[src/pwcr_pkg.sv]
// Types, codes and fixed widths shared by the pulse-width capture ring.
package pwcr_pkg;

  localparam int TIME_W     = 32;
  localparam int DUR_W      = 16;
  localparam int CNT_W      = 9;
  localparam int IDX_W      = 16;
  localparam int CFG_IDX_W  = 2;
  localparam int CFG_DATA_W = 9;

  localparam logic [DUR_W-1:0]  DUR_MAX      = 16'hFFFF;
  localparam logic [TIME_W-1:0] DUR_MAX_WIDE = 32'h0000_FFFF;

  typedef enum logic [2:0] {
    FUNC_EDGE    = 3'd0,
    FUNC_POP     = 3'd1,
    FUNC_READ_AT = 3'd2,
    FUNC_CLEAR   = 3'd3,
    FUNC_PAUSE   = 3'd4,
    FUNC_RESUME  = 3'd5
  } func_e;

  typedef enum logic [1:0] {
    ERR_OK    = 2'd0,
    ERR_EMPTY = 2'd1,
    ERR_RANGE = 2'd2
  } err_e;

  typedef enum logic [CFG_IDX_W-1:0] {
    REG_IDLE_LEVEL = 2'd0,
    REG_CAPACITY   = 2'd1
  } cfg_reg_e;

  typedef enum logic [1:0] {
    S_IDLE,
    S_EXEC,
    S_RESP
  } state_e;

  typedef struct packed {
    logic [2:0]              func;
    logic [TIME_W-1:0]       edge_time_us;
    logic                    pin_level;
    logic signed [IDX_W-1:0] read_index;
  } item_t;

  typedef struct packed {
    logic [DUR_W-1:0] value;
    err_e             error;
    logic [CNT_W-1:0] count;
    logic             is_paused;
  } result_t;

  typedef struct packed {
    logic                  valid;
    logic [CFG_IDX_W-1:0]  index;
    logic [CFG_DATA_W-1:0] data;
  } cfg_wr_t;

  typedef struct packed {
    logic we;
    logic re;
  } ram_ctl_t;

endpackage

[src/pwcr_if.sv]
// Handshake channels of the capture ring: events in, results out, register writes.
interface pwcr_evt_if import pwcr_pkg::*; ();
  logic                    valid;
  logic                    ready;
  logic [2:0]              func;
  logic [TIME_W-1:0]       edge_time_us;
  logic                    pin_level;
  logic signed [IDX_W-1:0] read_index;

  modport source (output valid, func, edge_time_us, pin_level, read_index, input ready);
  modport sink   (input valid, func, edge_time_us, pin_level, read_index, output ready);
endinterface

interface pwcr_res_if import pwcr_pkg::*; ();
  logic             valid;
  logic             ready;
  logic [DUR_W-1:0] value;
  logic [1:0]       error;
  logic [CNT_W-1:0] count;
  logic             is_paused;

  modport source (output valid, value, error, count, is_paused, input ready);
  modport sink   (input valid, value, error, count, is_paused, output ready);
endinterface

interface pwcr_cfg_if import pwcr_pkg::*; ();
  logic                  valid;
  logic                  ready;
  logic [CFG_IDX_W-1:0]  index;
  logic [CFG_DATA_W-1:0] data;

  modport source (output valid, index, data, input ready);
  modport sink   (input valid, index, data, output ready);
endinterface

[src/pwcr_ram.sv]
// Single-port duration store with registered read data.
module pwcr_ram import pwcr_pkg::*; #(
  parameter int DEPTH = 256,
  parameter int AW    = 8
) (
  input  logic             clk_i,
  input  ram_ctl_t         ctl_i,
  input  logic [AW-1:0]    addr_i,
  input  logic [DUR_W-1:0] wdata_i,
  output logic [DUR_W-1:0] rdata_o
);

  logic [DUR_W-1:0] mem [DEPTH];
  logic [DUR_W-1:0] rdata_q;

  always_ff @(posedge clk_i) begin
    if (ctl_i.we) begin
      mem[addr_i] <= wdata_i;
    end
    if (ctl_i.re) begin
      rdata_q <= mem[addr_i];
    end
  end

  assign rdata_o = rdata_q;

endmodule

[src/pwcr_ctrl.sv]
// Sequencer and ring pointers: decodes each event, drives the store, builds the result.
module pwcr_ctrl import pwcr_pkg::*; #(
  parameter int DEPTH = 256,
  parameter int AW    = 8
) (
  input  logic             clk_i,
  input  logic             rst_ni,
  input  cfg_wr_t          cfg_i,
  input  logic             in_valid_i,
  output logic             in_ready_o,
  input  item_t            item_i,
  output logic             res_valid_o,
  input  logic             res_take_i,
  output result_t          res_o,
  output ram_ctl_t         ram_ctl_o,
  output logic [AW-1:0]    ram_addr_o,
  output logic [DUR_W-1:0] ram_wdata_o,
  input  logic [DUR_W-1:0] ram_rdata_i
);

  localparam int SW = CNT_W + 1;
  localparam logic [CNT_W-1:0] DEPTH_C = CNT_W'(DEPTH);

  state_e state_q, state_d;
  logic   exec_en;

  item_t               item_q;
  logic                idle_q, idle_d;
  logic [CNT_W-1:0]    cap_q, cap_d;
  logic [AW-1:0]       head_q, head_d;
  logic [CNT_W-1:0]    fill_q, fill_d;
  logic [TIME_W-1:0]   last_q, last_d;
  logic                await_q, await_d;
  logic                paused_q, paused_d;
  logic                rd_ok_q, rd_ok_d;
  err_e                err_q, err_d;
  logic [CNT_W-1:0]    cnt_q;
  logic                res_paused_q;

  func_e               func;
  logic [SW-1:0]       head_ext;
  logic [SW-1:0]       cap_ext;
  logic [SW-1:0]       wsum, waddr, rsum, raddr;
  logic [SW-1:0]       head_inc;
  logic [TIME_W-1:0]   diff;
  logic [DUR_W-1:0]    dur;
  logic signed [IDX_W:0] idx_ext, fill_s, pos;
  logic                pos_bad;

  // sequencer
  always_ff @(posedge clk_i or negedge rst_ni) begin
    if (!rst_ni) begin
      state_q <= S_IDLE;
    end else begin
      state_q <= state_d;
    end
  end

  always_comb begin
    state_d     = state_q;
    in_ready_o  = 1'b0;
    res_valid_o = 1'b0;
    exec_en     = 1'b0;
    case (state_q)
      S_IDLE: begin
        in_ready_o = 1'b1;
        if (in_valid_i) begin
          state_d = S_EXEC;
        end
      end
      S_EXEC: begin
        exec_en = 1'b1;
        state_d = S_RESP;
      end
      S_RESP: begin
        res_valid_o = 1'b1;
        if (res_take_i) begin
          in_ready_o = 1'b1;
          state_d    = in_valid_i ? S_EXEC : S_IDLE;
        end
      end
      default: begin
        state_d = S_IDLE;
      end
    endcase
  end

  // address arithmetic; every sum stays below twice the capacity
  assign func     = func_e'(item_q.func);
  assign head_ext = SW'(head_q);
  assign cap_ext  = SW'(cap_q);
  assign wsum     = head_ext + SW'(fill_q);
  assign waddr    = (wsum >= cap_ext) ? wsum - cap_ext : wsum;
  assign head_inc = (head_ext + SW'(1) >= cap_ext) ? '0 : head_ext + SW'(1);

  assign diff = item_q.edge_time_us - last_q;
  assign dur  = (diff >= DUR_MAX_WIDE) ? DUR_MAX : diff[DUR_W-1:0];

  assign idx_ext = {item_q.read_index[IDX_W-1], item_q.read_index};
  assign fill_s  = $signed({{(IDX_W+1-CNT_W){1'b0}}, fill_q});
  assign pos     = idx_ext[IDX_W] ? idx_ext + fill_s : idx_ext;
  assign pos_bad = pos[IDX_W] || (pos >= fill_s);
  assign rsum    = head_ext + SW'(pos[CNT_W-1:0]);
  assign raddr   = (rsum >= cap_ext) ? rsum - cap_ext : rsum;

  always_comb begin
    idle_d      = idle_q;
    cap_d       = cap_q;
    head_d      = head_q;
    fill_d      = fill_q;
    last_d      = last_q;
    await_d     = await_q;
    paused_d    = paused_q;
    rd_ok_d     = 1'b0;
    err_d       = ERR_OK;
    ram_ctl_o   = '0;
    ram_addr_o  = head_q;
    ram_wdata_o = dur;

    if (exec_en) begin
      case (func)
        FUNC_EDGE: begin
          if (!paused_q) begin
            if (await_q) begin
              if (item_q.pin_level != idle_q) begin
                await_d = 1'b0;
              end
            end else begin
              ram_ctl_o.we = 1'b1;
              ram_addr_o   = waddr[AW-1:0];
              if (fill_q < cap_q) begin
                fill_d = fill_q + CNT_W'(1);
              end else begin
                head_d = head_inc[AW-1:0];
              end
            end
            last_d = item_q.edge_time_us;
          end
        end
        FUNC_POP: begin
          if (fill_q == '0) begin
            err_d = ERR_EMPTY;
          end else begin
            ram_ctl_o.re = 1'b1;
            rd_ok_d      = 1'b1;
            head_d       = head_inc[AW-1:0];
            fill_d       = fill_q - CNT_W'(1);
          end
        end
        FUNC_READ_AT: begin
          if (pos_bad) begin
            err_d = ERR_RANGE;
          end else begin
            ram_ctl_o.re = 1'b1;
            ram_addr_o   = raddr[AW-1:0];
            rd_ok_d      = 1'b1;
          end
        end
        FUNC_CLEAR: begin
          head_d = '0;
          fill_d = '0;
        end
        FUNC_PAUSE: begin
          paused_d = 1'b1;
        end
        FUNC_RESUME: begin
          await_d  = 1'b1;
          paused_d = 1'b0;
          last_d   = '0;
        end
        default: begin
        end
      endcase
    end

    // register writes are to arrive only while no event is in flight; not enforced here
    if (cfg_i.valid) begin
      case (cfg_reg_e'(cfg_i.index))
        REG_IDLE_LEVEL: begin
          idle_d = cfg_i.data[0];
        end
        REG_CAPACITY: begin
          if (cfg_i.data == '0) begin
            cap_d = CNT_W'(1);
          end else if (cfg_i.data > DEPTH_C) begin
            cap_d = DEPTH_C;
          end else begin
            cap_d = cfg_i.data;
          end
          head_d = '0;
          fill_d = '0;
        end
        default: begin
        end
      endcase
    end
  end

  always_ff @(posedge clk_i or negedge rst_ni) begin
    if (!rst_ni) begin
      idle_q   <= 1'b0;
      cap_q    <= DEPTH_C;
      head_q   <= '0;
      fill_q   <= '0;
      last_q   <= '0;
      await_q  <= 1'b1;
      paused_q <= 1'b0;
      rd_ok_q  <= 1'b0;
      err_q    <= ERR_OK;
    end else begin
      idle_q   <= idle_d;
      cap_q    <= cap_d;
      head_q   <= head_d;
      fill_q   <= fill_d;
      last_q   <= last_d;
      await_q  <= await_d;
      paused_q <= paused_d;
      if (exec_en) begin
        rd_ok_q <= rd_ok_d;
        err_q   <= err_d;
      end
    end
  end

  // payload registers
  always_ff @(posedge clk_i) begin
    if (in_valid_i && in_ready_o) begin
      item_q <= item_i;
    end
    if (exec_en) begin
      cnt_q        <= fill_d;
      res_paused_q <= paused_d;
    end
  end

  assign res_o.value     = rd_ok_q ? ram_rdata_i : '0;
  assign res_o.error     = err_q;
  assign res_o.count     = cnt_q;
  assign res_o.is_paused = res_paused_q;

endmodule

[src/pulse_width_capture_ring.sv]
// A result passes through the execute and respond states into the output register,
// where it is offered. The sequencer runs decode and store access in the execute state
// and collects the registered read in the respond state, where the next event is taken.
// Reset clears pointers, fill, last time and pause state, re-arms the edge wait, clears
// the output valid flag; the duration store is not cleared and needs no clearing pass.
// A finished result waits in the output register while the next event is taken.
module pulse_width_capture_ring import pwcr_pkg::*; #(
  parameter int MAX_DEPTH = 256
) (
  input  logic      clk_i,
  input  logic      rst_ni,
  pwcr_cfg_if.sink  cfg_i,
  pwcr_evt_if.sink  evt_i,
  pwcr_res_if.source res_o
);

  // the capacity register cannot address beyond this
  localparam int DEPTH = (MAX_DEPTH < 511) ? MAX_DEPTH : 511;
  localparam int AW    = (DEPTH > 1) ? $clog2(DEPTH) : 1;

  cfg_wr_t          cfg_wr;
  item_t            item;
  result_t          res, out_q;
  logic             out_valid_q;
  logic             res_valid, res_take;
  ram_ctl_t         ram_ctl;
  logic [AW-1:0]    ram_addr;
  logic [DUR_W-1:0] ram_wdata, ram_rdata;

  assign cfg_i.ready   = 1'b1;
  assign cfg_wr.valid  = cfg_i.valid;
  assign cfg_wr.index  = cfg_i.index;
  assign cfg_wr.data   = cfg_i.data;

  assign item.func         = evt_i.func;
  assign item.edge_time_us = evt_i.edge_time_us;
  assign item.pin_level    = evt_i.pin_level;
  assign item.read_index   = evt_i.read_index;

  assign res_take = res_valid && (!out_valid_q || res_o.ready);

  pwcr_ctrl #(
    .DEPTH (DEPTH),
    .AW    (AW)
  ) u_ctrl (
    .clk_i       (clk_i),
    .rst_ni      (rst_ni),
    .cfg_i       (cfg_wr),
    .in_valid_i  (evt_i.valid),
    .in_ready_o  (evt_i.ready),
    .item_i      (item),
    .res_valid_o (res_valid),
    .res_take_i  (res_take),
    .res_o       (res),
    .ram_ctl_o   (ram_ctl),
    .ram_addr_o  (ram_addr),
    .ram_wdata_o (ram_wdata),
    .ram_rdata_i (ram_rdata)
  );

  pwcr_ram #(
    .DEPTH (DEPTH),
    .AW    (AW)
  ) u_ram (
    .clk_i   (clk_i),
    .ctl_i   (ram_ctl),
    .addr_i  (ram_addr),
    .wdata_i (ram_wdata),
    .rdata_o (ram_rdata)
  );

  // output register
  always_ff @(posedge clk_i or negedge rst_ni) begin
    if (!rst_ni) begin
      out_valid_q <= 1'b0;
    end else if (res_take) begin
      out_valid_q <= 1'b1;
    end else if (res_o.ready) begin
      out_valid_q <= 1'b0;
    end
  end

  always_ff @(posedge clk_i) begin
    if (res_take) begin
      out_q <= res;
    end
  end

  assign res_o.valid     = out_valid_q;
  assign res_o.value     = out_q.value;
  assign res_o.error     = out_q.error;
  assign res_o.count     = out_q.count;
  assign res_o.is_paused = out_q.is_paused;

  // an event transfer is always followed by a busy cycle
  a_busy_after_xfer: assert property (@(posedge clk_i) disable iff (!rst_ni)
    evt_i.valid && evt_i.ready |=> !evt_i.ready)
    else $error("event taken during execute cycle");

  // a failed request never carries a duration
  a_err_no_value: assert property (@(posedge clk_i) disable iff (!rst_ni)
    res_valid && res.error != ERR_OK |-> res.value == '0)
    else $error("error result with nonzero value");

  // empty pop only when the ring holds nothing
  a_empty_count: assert property (@(posedge clk_i) disable iff (!rst_ni)
    res_valid && res.error == ERR_EMPTY |-> res.count == '0)
    else $error("empty error with nonzero count");

  // a collected result is presented on the next cycle
  a_take_shows: assert property (@(posedge clk_i) disable iff (!rst_ni)
    res_take |=> out_valid_q)
    else $error("collected result not presented");

endmodule
[src/flat_wrapper.sv]
// flat-port wrapper written by rule: the top's interface ports become plain ports
module pulse_width_capture_ring_flat import pwcr_pkg::*;
#(
  parameter int MAX_DEPTH = 256
)
  (clk_i, rst_ni, cfg_i_valid, cfg_i_index, cfg_i_data, cfg_i_ready, evt_i_valid, evt_i_func, evt_i_edge_time_us, evt_i_pin_level, evt_i_read_index, evt_i_ready, res_o_valid, res_o_value, res_o_error, res_o_count, res_o_is_paused, res_o_ready);
  pwcr_cfg_if cfg_i_i ();
  pwcr_evt_if evt_i_i ();
  pwcr_res_if res_o_i ();
  input  logic clk_i;
  input  logic rst_ni;
  input wire logic [$bits(cfg_i_i.valid)-1:0] cfg_i_valid;
  input wire logic [$bits(cfg_i_i.index)-1:0] cfg_i_index;
  input wire logic [$bits(cfg_i_i.data)-1:0] cfg_i_data;
  output wire logic [$bits(cfg_i_i.ready)-1:0] cfg_i_ready;
  input wire logic [$bits(evt_i_i.valid)-1:0] evt_i_valid;
  input wire logic [$bits(evt_i_i.func)-1:0] evt_i_func;
  input wire logic [$bits(evt_i_i.edge_time_us)-1:0] evt_i_edge_time_us;
  input wire logic [$bits(evt_i_i.pin_level)-1:0] evt_i_pin_level;
  input wire logic [$bits(evt_i_i.read_index)-1:0] evt_i_read_index;
  output wire logic [$bits(evt_i_i.ready)-1:0] evt_i_ready;
  output wire logic [$bits(res_o_i.valid)-1:0] res_o_valid;
  output wire logic [$bits(res_o_i.value)-1:0] res_o_value;
  output wire logic [$bits(res_o_i.error)-1:0] res_o_error;
  output wire logic [$bits(res_o_i.count)-1:0] res_o_count;
  output wire logic [$bits(res_o_i.is_paused)-1:0] res_o_is_paused;
  input wire logic [$bits(res_o_i.ready)-1:0] res_o_ready;
  assign cfg_i_i.valid = cfg_i_valid;
  assign cfg_i_i.index = cfg_i_index;
  assign cfg_i_i.data = cfg_i_data;
  assign cfg_i_ready = cfg_i_i.ready;
  assign evt_i_i.valid = evt_i_valid;
  assign evt_i_i.func = evt_i_func;
  assign evt_i_i.edge_time_us = evt_i_edge_time_us;
  assign evt_i_i.pin_level = evt_i_pin_level;
  assign evt_i_i.read_index = evt_i_read_index;
  assign evt_i_ready = evt_i_i.ready;
  assign res_o_valid = res_o_i.valid;
  assign res_o_value = res_o_i.value;
  assign res_o_error = res_o_i.error;
  assign res_o_count = res_o_i.count;
  assign res_o_is_paused = res_o_i.is_paused;
  assign res_o_i.ready = res_o_ready;
  pulse_width_capture_ring #(.MAX_DEPTH(MAX_DEPTH)) u_core (.clk_i(clk_i), .rst_ni(rst_ni), .cfg_i(cfg_i_i), .evt_i(evt_i_i), .res_o(res_o_i));
endmodule
[config.mk]
export PLATFORM = sky130hd
export DESIGN_NAME = pulse_width_capture_ring_flat
export DESIGN_NICKNAME = d
export VERILOG_FILES = /design/src/pwcr_pkg.sv /design/src/pwcr_if.sv /design/src/pwcr_ram.sv /design/src/pwcr_ctrl.sv /design/src/pulse_width_capture_ring.sv /design/src/flat_wrapper.sv
export SDC_FILE = /design/constraint.sdc
export NUM_CORES = 2
export LEC_CHECK = 0
export BUFFER_PORTS_ARGS = -buffer_cell sky130_fd_sc_hd__clkbuf_2
export CORE_MARGIN = 3
export CORE_UTILIZATION = 31
export CTS_BUF_LIST = sky130_fd_sc_hd__clkbuf_4 sky130_fd_sc_hd__clkbuf_8
export CTS_CLUSTER_DIAMETER = 100
export DETAILED_ROUTE_END_ITERATION = 8
export PLACE_DENSITY = 0.47
export SYNTH_ARGS = -nofsm -noshare
export SYNTH_HDL_FRONTEND = slang
export SYNTH_SLANG_ARGS = --single-unit
[constraint.sdc]
create_clock -name clk_i -period 8.7 [get_ports clk_i]
set_input_delay 2.175 -clock clk_i [delete_from_list [all_inputs] [get_ports clk_i]]
set_output_delay 2.175 -clock clk_i [all_outputs]
set_load 0.01 [all_outputs]
# After elaboration in Yosys (flattened, before gate mapping)

Memories as Yosys holds them, arrays and structs flattened. A register that Yosys moved wholly into a read port is not among the register bits.
Index checks and enable logic that the tools add are counted.

Word-level logic and storage cells: 124
Input bits: 68
Memories: 1
Register bits: 157
Output and inout bits: 31
Bits in writable memories: 4096

Memories:

| name             | depth | bits a word | rd ports | clocked after Yosys merged registers in | write ports | line           | RTL |
|---|---|---|---|---|---|---|---|
| u_core.u_ram.mem | 256   | 16          | 1        | 1                                       | 1           | pwcr_ram.sv:13 | `logic [DUR_W-1:0] mem [DEPTH];` |

Mux-type cells: 58
Reduce and logical (&&, ||, !) cells: 16
Magnitude comparators: 7
Add/subtract/negate cells: 9
Equal/unequal tests: 12

Operator list:

| kind                                                                | number |
|---|---|
| two-way mux 8 bit                                                   | 14 |
| two-way mux 9 bit                                                   | 9 |
| case mux 32 bit (2 select lines)                                    | 1 |
| greater-or-equal comparator 32 x 16 -> 1 bit, second input constant | 1 |
| two-way mux 32 bit                                                  | 1 |
| subtractor 32 bit                                                   | 1 |
| case mux 9 bit (3 select lines)                                     | 1 |
| case mux 8 bit (3 select lines)                                     | 1 |
| adder 8 x 9 -> 10 bit                                               | 2 |
| greater-or-equal comparator 10 x 9 -> 1 bit                         | 2 |
| zero test 9 bit                                                     | 2 |
| two-way mux 1 bit                                                   | 18 |
| adder 16 x 10 -> 17 bit                                             | 1 |
| greater-or-equal comparator 17 x 10 -> 1 bit                        | 1 |
| two-way mux 17 bit                                                  | 1 |
| two-way mux 16 bit                                                  | 1 |
| case mux 8 bit (2 select lines)                                     | 1 |
| subtractor 8 bit                                                    | 2 |
| adder 8 x 1 -> 9 bit, second input constant                         | 1 |
| adder 9 x 1 -> 9 bit, second input constant                         | 1 |
| greater-or-equal comparator 9 bit                                   | 1 |
| > comparator 9 bit, second input constant                           | 1 |
| < comparator 9 bit                                                  | 1 |
| subtractor 9 x 1 -> 9 bit, second input constant                    | 1 |
| other kinds (20)                                                    | 36 |

# Logic depth before layout (Yosys ltp)

Depth in word-level cells: 10
Gate-level depth with buffers: 35
Mapped depth without buffers: 27

# Hierarchy

Synthesis repeated with hierarchy kept, for this count alone.

Cells, all modules: 7857
Area total of the unflattened synthesis: 166591.0 µm²

By module, submodules not included:

| module                   | sequential area each (µm²) | area an instance (µm²) | instances | cells an instance |
|---|---|---|---|---|
| pwcr_ram                 | 123478.4                   | 155559.2               | 1         | 6727 |
| pwcr_ctrl                | 3515.9                     | 10136.0                | 1         | 1096 |
| pulse_width_capture_ring | 865.8                      | 895.9                  | 1         | 34 |

# Worst setup path after synthesis

Ideal clock, no wire load.

Kind: reg2reg
Start: reg u_core.u_ctrl.item_q[17] (netlist name)
End: mem u_core.u_ram.mem[0][10] (data pin)
Data required time: 7.869 ns
Slack: 1.051 ns
Library setup time: 0.831 ns
Stages on the path, launching flop included: 20
Period minus slack after synthesis: 7.649 ns
Data arrival time: 6.818 ns
Cell sequence: edfxtp_1 > inv_1 > ha_1 > inv_1 > fa_1 > a21o_1 > a21oi_1 > o21ai_0 > a2111oi_0 > o21ai_0 > a311o_1 > a21oi_1 > o21ai_0 > nand4_1 > o221ai_1 > or3_1 > clkbuf_1 > clkbuf_1 > nand2_1 > or4_1

Longest elaborated chain between the ends: 3

RTL lines:

| what                                         | line                           | RTL |
|---|---|---|
| from (decl)                                  | pwcr_ctrl.sv:27                | `item_t item_q;` |
| from (signal assigned)                       | pwcr_ctrl.sv:228               | `item_q <= item_i;` |
| subtractor 32 bit (*)                        | pwcr_ctrl.sv:96                | `assign diff = item_q.edge_time_us - last_q;` |
| greater-or-equal comparator 32 x 16 -> 1 bit | pwcr_ctrl.sv:97                | `assign dur = (diff >= DUR_MAX_WIDE) ? DUR_MAX : diff[DUR_W-1:0];` |
| two-way mux 16 bit (*)                       | pwcr_ctrl.sv:97                |  |
| via u_core.ram_wdata[10]                     | pulse_width_capture_ring.sv:28 | `logic [DUR_W-1:0] ram_wdata, ram_rdata;` |
| to (decl)                                    | pwcr_ram.sv:13                 |  |

The timed path passes the listed nets; every way through them passes the cells marked *.

# Worst setup path in the final report

Start: reg u_core.u_ctrl.item_q, in the netlist u_core.u_ctrl.idx_ext[0]
End: reg u_core.u_ram.rdata_q[4], in the netlist u_core.u_ram.rdata_o[4], read port of u_core.u_ram.mem (data pin)

Longest elaborated chain between the ends: 8
Elaborated cells on any way between the ends: 14
Those cells by class: add/sub (3); order compare (2); mux (8); reduce/logical (1)

RTL lines:

| what                                                                                   | line             | RTL |
|---|---|---|
| adder 16 x 10 -> 17 bit                                                                | pwcr_ctrl.sv:101 | `assign pos = idx_ext[IDX_W] ? idx_ext + fill_s : idx_ext;` |
| two-way mux 17 bit (*)                                                                 | pwcr_ctrl.sv:101 |  |
| adder 8 x 9 -> 10 bit                                                                  | pwcr_ctrl.sv:103 | `assign rsum = head_ext + SW'(pos[CNT_W-1:0]);` |
| subtractor 8 bit / greater-or-equal comparator 10 x 9 -> 1 bit (equally long branches) | pwcr_ctrl.sv:104 | `assign raddr = (rsum >= cap_ext) ? rsum - cap_ext : rsum;` |
| two-way mux 8 bit                                                                      | pwcr_ctrl.sv:104 |  |
| two-way mux 8 bit                                                                      | pwcr_ctrl.sv:151 | `if (pos_bad) begin` |
| case mux 8 bit (2 select lines)                                                        | pwcr_ctrl.sv:121 | `case (func)` |
| two-way mux 8 bit                                                                      | pwcr_ctrl.sv:120 | `if (exec_en) begin` |
| to (decl)                                                                              | pwcr_ram.sv:14   | `logic [DUR_W-1:0] rdata_q;` |

Every way passes the cells marked *; elsewhere a longest branch is shown, timed or not.
A chain may end at the register's enable or synchronous reset.

==> impl_metrics.env <==
export IMPL_global_route_usage_total_pct=17.87
export IMPL_flow_area_growth_from_synthesis_pct=18.89
export IMPL_synth_warning_count=0
export IMPL_power_density_mw_per_mm2=207.5
export IMPL_number_of_iterations_in_the_first_detailed_routing_pass=6
export IMPL_final_core_util_pct=37.05
export IMPL_report_final_slew_viol_count=0
export IMPL_first_global_vias=91580
export IMPL_worst_setup_path_end_kind="flop"
export IMPL_most_frequent_standard_cell_in_the_layout_excluding_fill_and_tap_cells="edfxtp_1"
export IMPL_post_dp_hpwl_um=311500
export IMPL_worst_ir_drop_vdd_mv=0.1627
export IMPL_final_setup_worst_slack_ns=0.2391
export IMPL_ys_seq_elements=4269
export IMPL_most_frequent_cells_in_the_layout="edfxtp_1 (4202), mux4_2 (898), clkbuf_8 (738), buf_4 (692), nand2_1 (495)"
export IMPL_timing_final_setup_violations=0
export IMPL_synth_seq_area_share_pct=76.38
export IMPL_rsz_0062_raised_after_global_routing="yes"
export IMPL_drc=0
export IMPL_tritoncts_clock_tree="yes"
export IMPL_finClkSkew_ns=0.1199
export IMPL_timing_worst_slew_pin_value_ns=1.366
export IMPL_route_detailed_wl_per_inst_um=28.90
export IMPL_clkLatencyLatePin_ns=1.30
export IMPL_drive_above_1_share_pct=30.88
export IMPL_cts_buffers=721
export IMPL_finalHoldWorstSlack_ns=0.4182
export IMPL_design_final_nets=9848
export IMPL_ctsHtreeMaxLevel=6
export IMPL_place_gp_congestion=0.8215
export IMPL_min_delay_path_depth=0
export IMPL_design_area_mm2=0.1990
export IMPL_route_detailed_vias_per_inst=5.141
export IMPL_initial_antenna_violation_count=48
export IMPL_timing_critical_path_from_type="flop"
export IMPL_finalWirelength_um=504100
export IMPL_die_height_um=740.8
export IMPL_r2r_setup_slack_ns=0.24
export IMPL_antenna_left=0
export IMPL_yosysUniqueCellTypes=81
export IMPL_portBuffers=97
export IMPL_gr_total_overflow=0
export IMPL_clk_root_buffer_cell="clkbuf_8"
export IMPL_p_leak_nw=75.60
export IMPL_maxSlewHeadroom_pct=8.934
export IMPL_number_of_sinks_driven_by_the_clock_tree=4269
export IMPL_synth_edff_count=4202
export IMPL_clk_transition_reported_paths_ns=0.06
export IMPL_layout_worst_path_cycle_share_pct=97.25
export IMPL_cts_hold_buf=0
export IMPL_synth_area_mm2=0.1674
export IMPL_dieWidth_um=740.8
export IMPL_row_count=269
export IMPL_grt_max_degree=153
export IMPL_hold_violations=0
export IMPL_clock_fmax_ghz=0.1182
export IMPL_final_period_minus_worst_setup_slack_ns=8.461
export IMPL_cp_data_arrival_time_ns=9.57
export IMPL_critical_path_slowest_cell="a21oi_1"
export IMPL_r2r_start="u_core.u_ctrl.idx_ext[0]$_DFFE_PP_"
export IMPL_post_place_ws_ns=-0.3149
export IMPL_worst_path_largest_cell_delay_ns=0.69
export IMPL_maxCapViolCount=0
export IMPL_die_area_mm2=0.5488
export IMPL_criticalPathCategory="reg2reg"
export IMPL_critPathMaxFanout=32
export IMPL_initial_utilization_pct=31.16
export IMPL_min_delay_path_class="reg2reg"
export IMPL_syn_avg_cell_area_um2=19.95
export IMPL_dr_first_iter_drc_count=9927
export IMPL_core_area_mm2=0.5372
export IMPL_wire_length_of_the_first_global_routing_pass_um=708100
export IMPL_ctsLongestPathBuffers=4
export IMPL_holdCritStartpoint="u_core.u_ctrl.cnt_q[8]$_DFFE_PN_"
export IMPL_placed_area_mm2=0.1845
export IMPL_cpLargestDelayFamily="compound AO/OA/AOI/OAI gates"
export IMPL_asyncSetResetFlopFracSynth_pct=1.569
export IMPL_ys_flop_type="edfxtp_1"
export IMPL_capture_instance_of_the_worst_register_to_register_path="u_core.u_ram.rdata_o[4]$_DFFE_PP_"
export IMPL_setup_tns_ns=0
export IMPL_synthesis_nets=8567
export IMPL_vias=89670
export IMPL_timing_critical_path_required_ns=9.81
export IMPL_r2r_worst_path_cells=30
export IMPL_synth_cells=8389
export IMPL_worst_hold_path_endpoint="u_core.res_o.count[8]$_DFFE_PP_"
export IMPL_status="finished, final reports clean"
export IMPL_buffers_inverters_on_critical_path=5
export IMPL_design_portCount=99
[how the worst max path moves through the flow]
| stage | startpoint | to | slack (ns) | cells past startpoint |
|---|---|---|---|---|
| 6_report | u_core.u_ctrl.idx_ext[0]$_DFFE_PP_ | u_core.u_ram.rdata_o[4]$_DFFE_PP_ | 0.24 | 30 |
| 5_1_grt | u_core.u_ctrl.idx_ext[0]$_DFFE_PP_ | u_core.u_ram.rdata_o[8]$_DFFE_PP_ | -0.01 | 35 |
| 4_1_cts | u_core.u_ctrl.idx_ext[0]$_DFFE_PP_ | u_core.u_ram.rdata_o[12]$_DFFE_PP_ | 0.05 | 34 |
| 3_5_place_dp | u_core.u_ctrl.fill_q[0]$_DFF_PN0_ | u_core.u_ram.rdata_o[12]$_DFFE_PP_ | -0.31 | 33 |
| 3_3_place_gp | u_core.u_ctrl.fill_q[0]$_DFF_PN0_ | u_core.u_ram.rdata_o[12]$_DFFE_PP_ | -0.64 | 33 |
| 2_1_floorplan | u_core.u_ctrl.item_q[17]$_DFFE_PP_ | u_core.u_ram.mem[0][10]$_DFFE_PP_ | 1.05 | 19 |
[layout make-up]
type	count	area (um2)
diodes	25	62.56
clock buffers	981	11980
clock inverters	309	1956
fillers	49520	338200
inverters	85	319.1
multi-input cells	3579	37590
flip-flops and latches	4269	127900
well taps	7181	8985
repair buffers	1014	10260
[per-layer routing]
layer	GRT usage, %	vias up	wire length, um
met4	4.539	4	12300
li1	-	37450	-
met1	25.27	48110	218400
met2	28.63	3427	237600
met5	0	-	27
met3	3.156	678	35810
[Yosys cell counts, types with 18 or more instances]
library cell	instances	share of area, %
nand4_1	76	0.28
edfxtp_1	4202	75
a221oi_1	18	0.094
inv_1	85	0.19
nand3_1	133	0.40
buf_4	24	0.11
nand2_1	500	1.1
or4_1	35	0.16
nand2b_1	22	0.082
clkbuf_1	223	0.50
buf_1	41	0.092
a21o_1	37	0.17
nor2_1	347	0.78
a32oi_1	19	0.099
xor2_1	18	0.094
nor3_1	63	0.19
a22o_1	35	0.18
a21oi_1	208	0.62
o211ai_1	23	0.10
o21ai_0	141	0.42
a22oi_1	239	1.1
o22ai_1	84	0.31
xnor2_1	38	0.20
dfrtp_1	65	0.97
ha_1	104	0.78
mux4_2	898	12
buf_2	156	0.47
a31oi_1	23	0.086
o31a_1	20	0.10
o2111ai_1	37	0.19
mux2i_1	214	1.3
and2_1	25	0.093
[power by group]
| group | switching [W] | leakage, nW | internal [W] |
|---|---|---|---|
| Clock | 0.00819 | 7.37 | 0.00938 |
| Combinational | 0.000779 | 17.9 | 0.000511 |
| Sequential | 0.0000638 | 50.4 | 0.0224 |
| Total | 0.00904 | 75.6 | 0.0323 |
[stage by stage]
stage | instances | power, W
final | 17440 | 0.04129
after global routing | 17420 | 0.04281
after CTS | 17400 | 0.04177
after detailed placement | 16110 | 0.02411
after global placement | 16110 | 0.02410
after floorplan | 8389 | 0.02370
[logic make-up (layout without fill, tap and decap cells)]
family                   Yosys count  in the layout  synth area share [%]
flip-flops                      4269           4269                 76.38
AND/OR/NAND/NOR                 1291           1291                 3.475
multiplexers                    1121           1121                 13.42
AO/OA/AOI/OAI                   1000           1000                 4.137
buffers and inverters            541           2389                 1.437
adder cells (fa/ha/maj)          110            110                0.8491
XOR/XNOR                          56             56                0.2930
other                              1             26              0.002240
[state kept, by name (all words and copies together) (netlist names), 2 cells and up]
signal,cells
u_core.u_ctrl.last_q,32
u_core.u_ctrl.state_q,2
u_core.u_ctrl.head_q,8
u_core.res_o.value,16
u_core.u_ctrl.item_q,33
u_core.u_ram.rdata_o,16
u_core.u_ctrl.cap_q,9
u_core.u_ctrl.err_q,2
u_core.u_ram.mem,4096
u_core.u_ctrl.func,3
u_core.res_o.count,9
u_core.u_ctrl.idx_ext,16
u_core.res_o.error,2
u_core.u_ctrl.cnt_q,9
u_core.u_ctrl.fill_q,9
[timing repair]
action,in CTS,in global routing
gates cloned,1,5
endpoints found under the setup margin,12,16
pin swaps,4,5
resized for setup,11,32
setup buffers,2,12
Power figures use the tool's default switching activity.
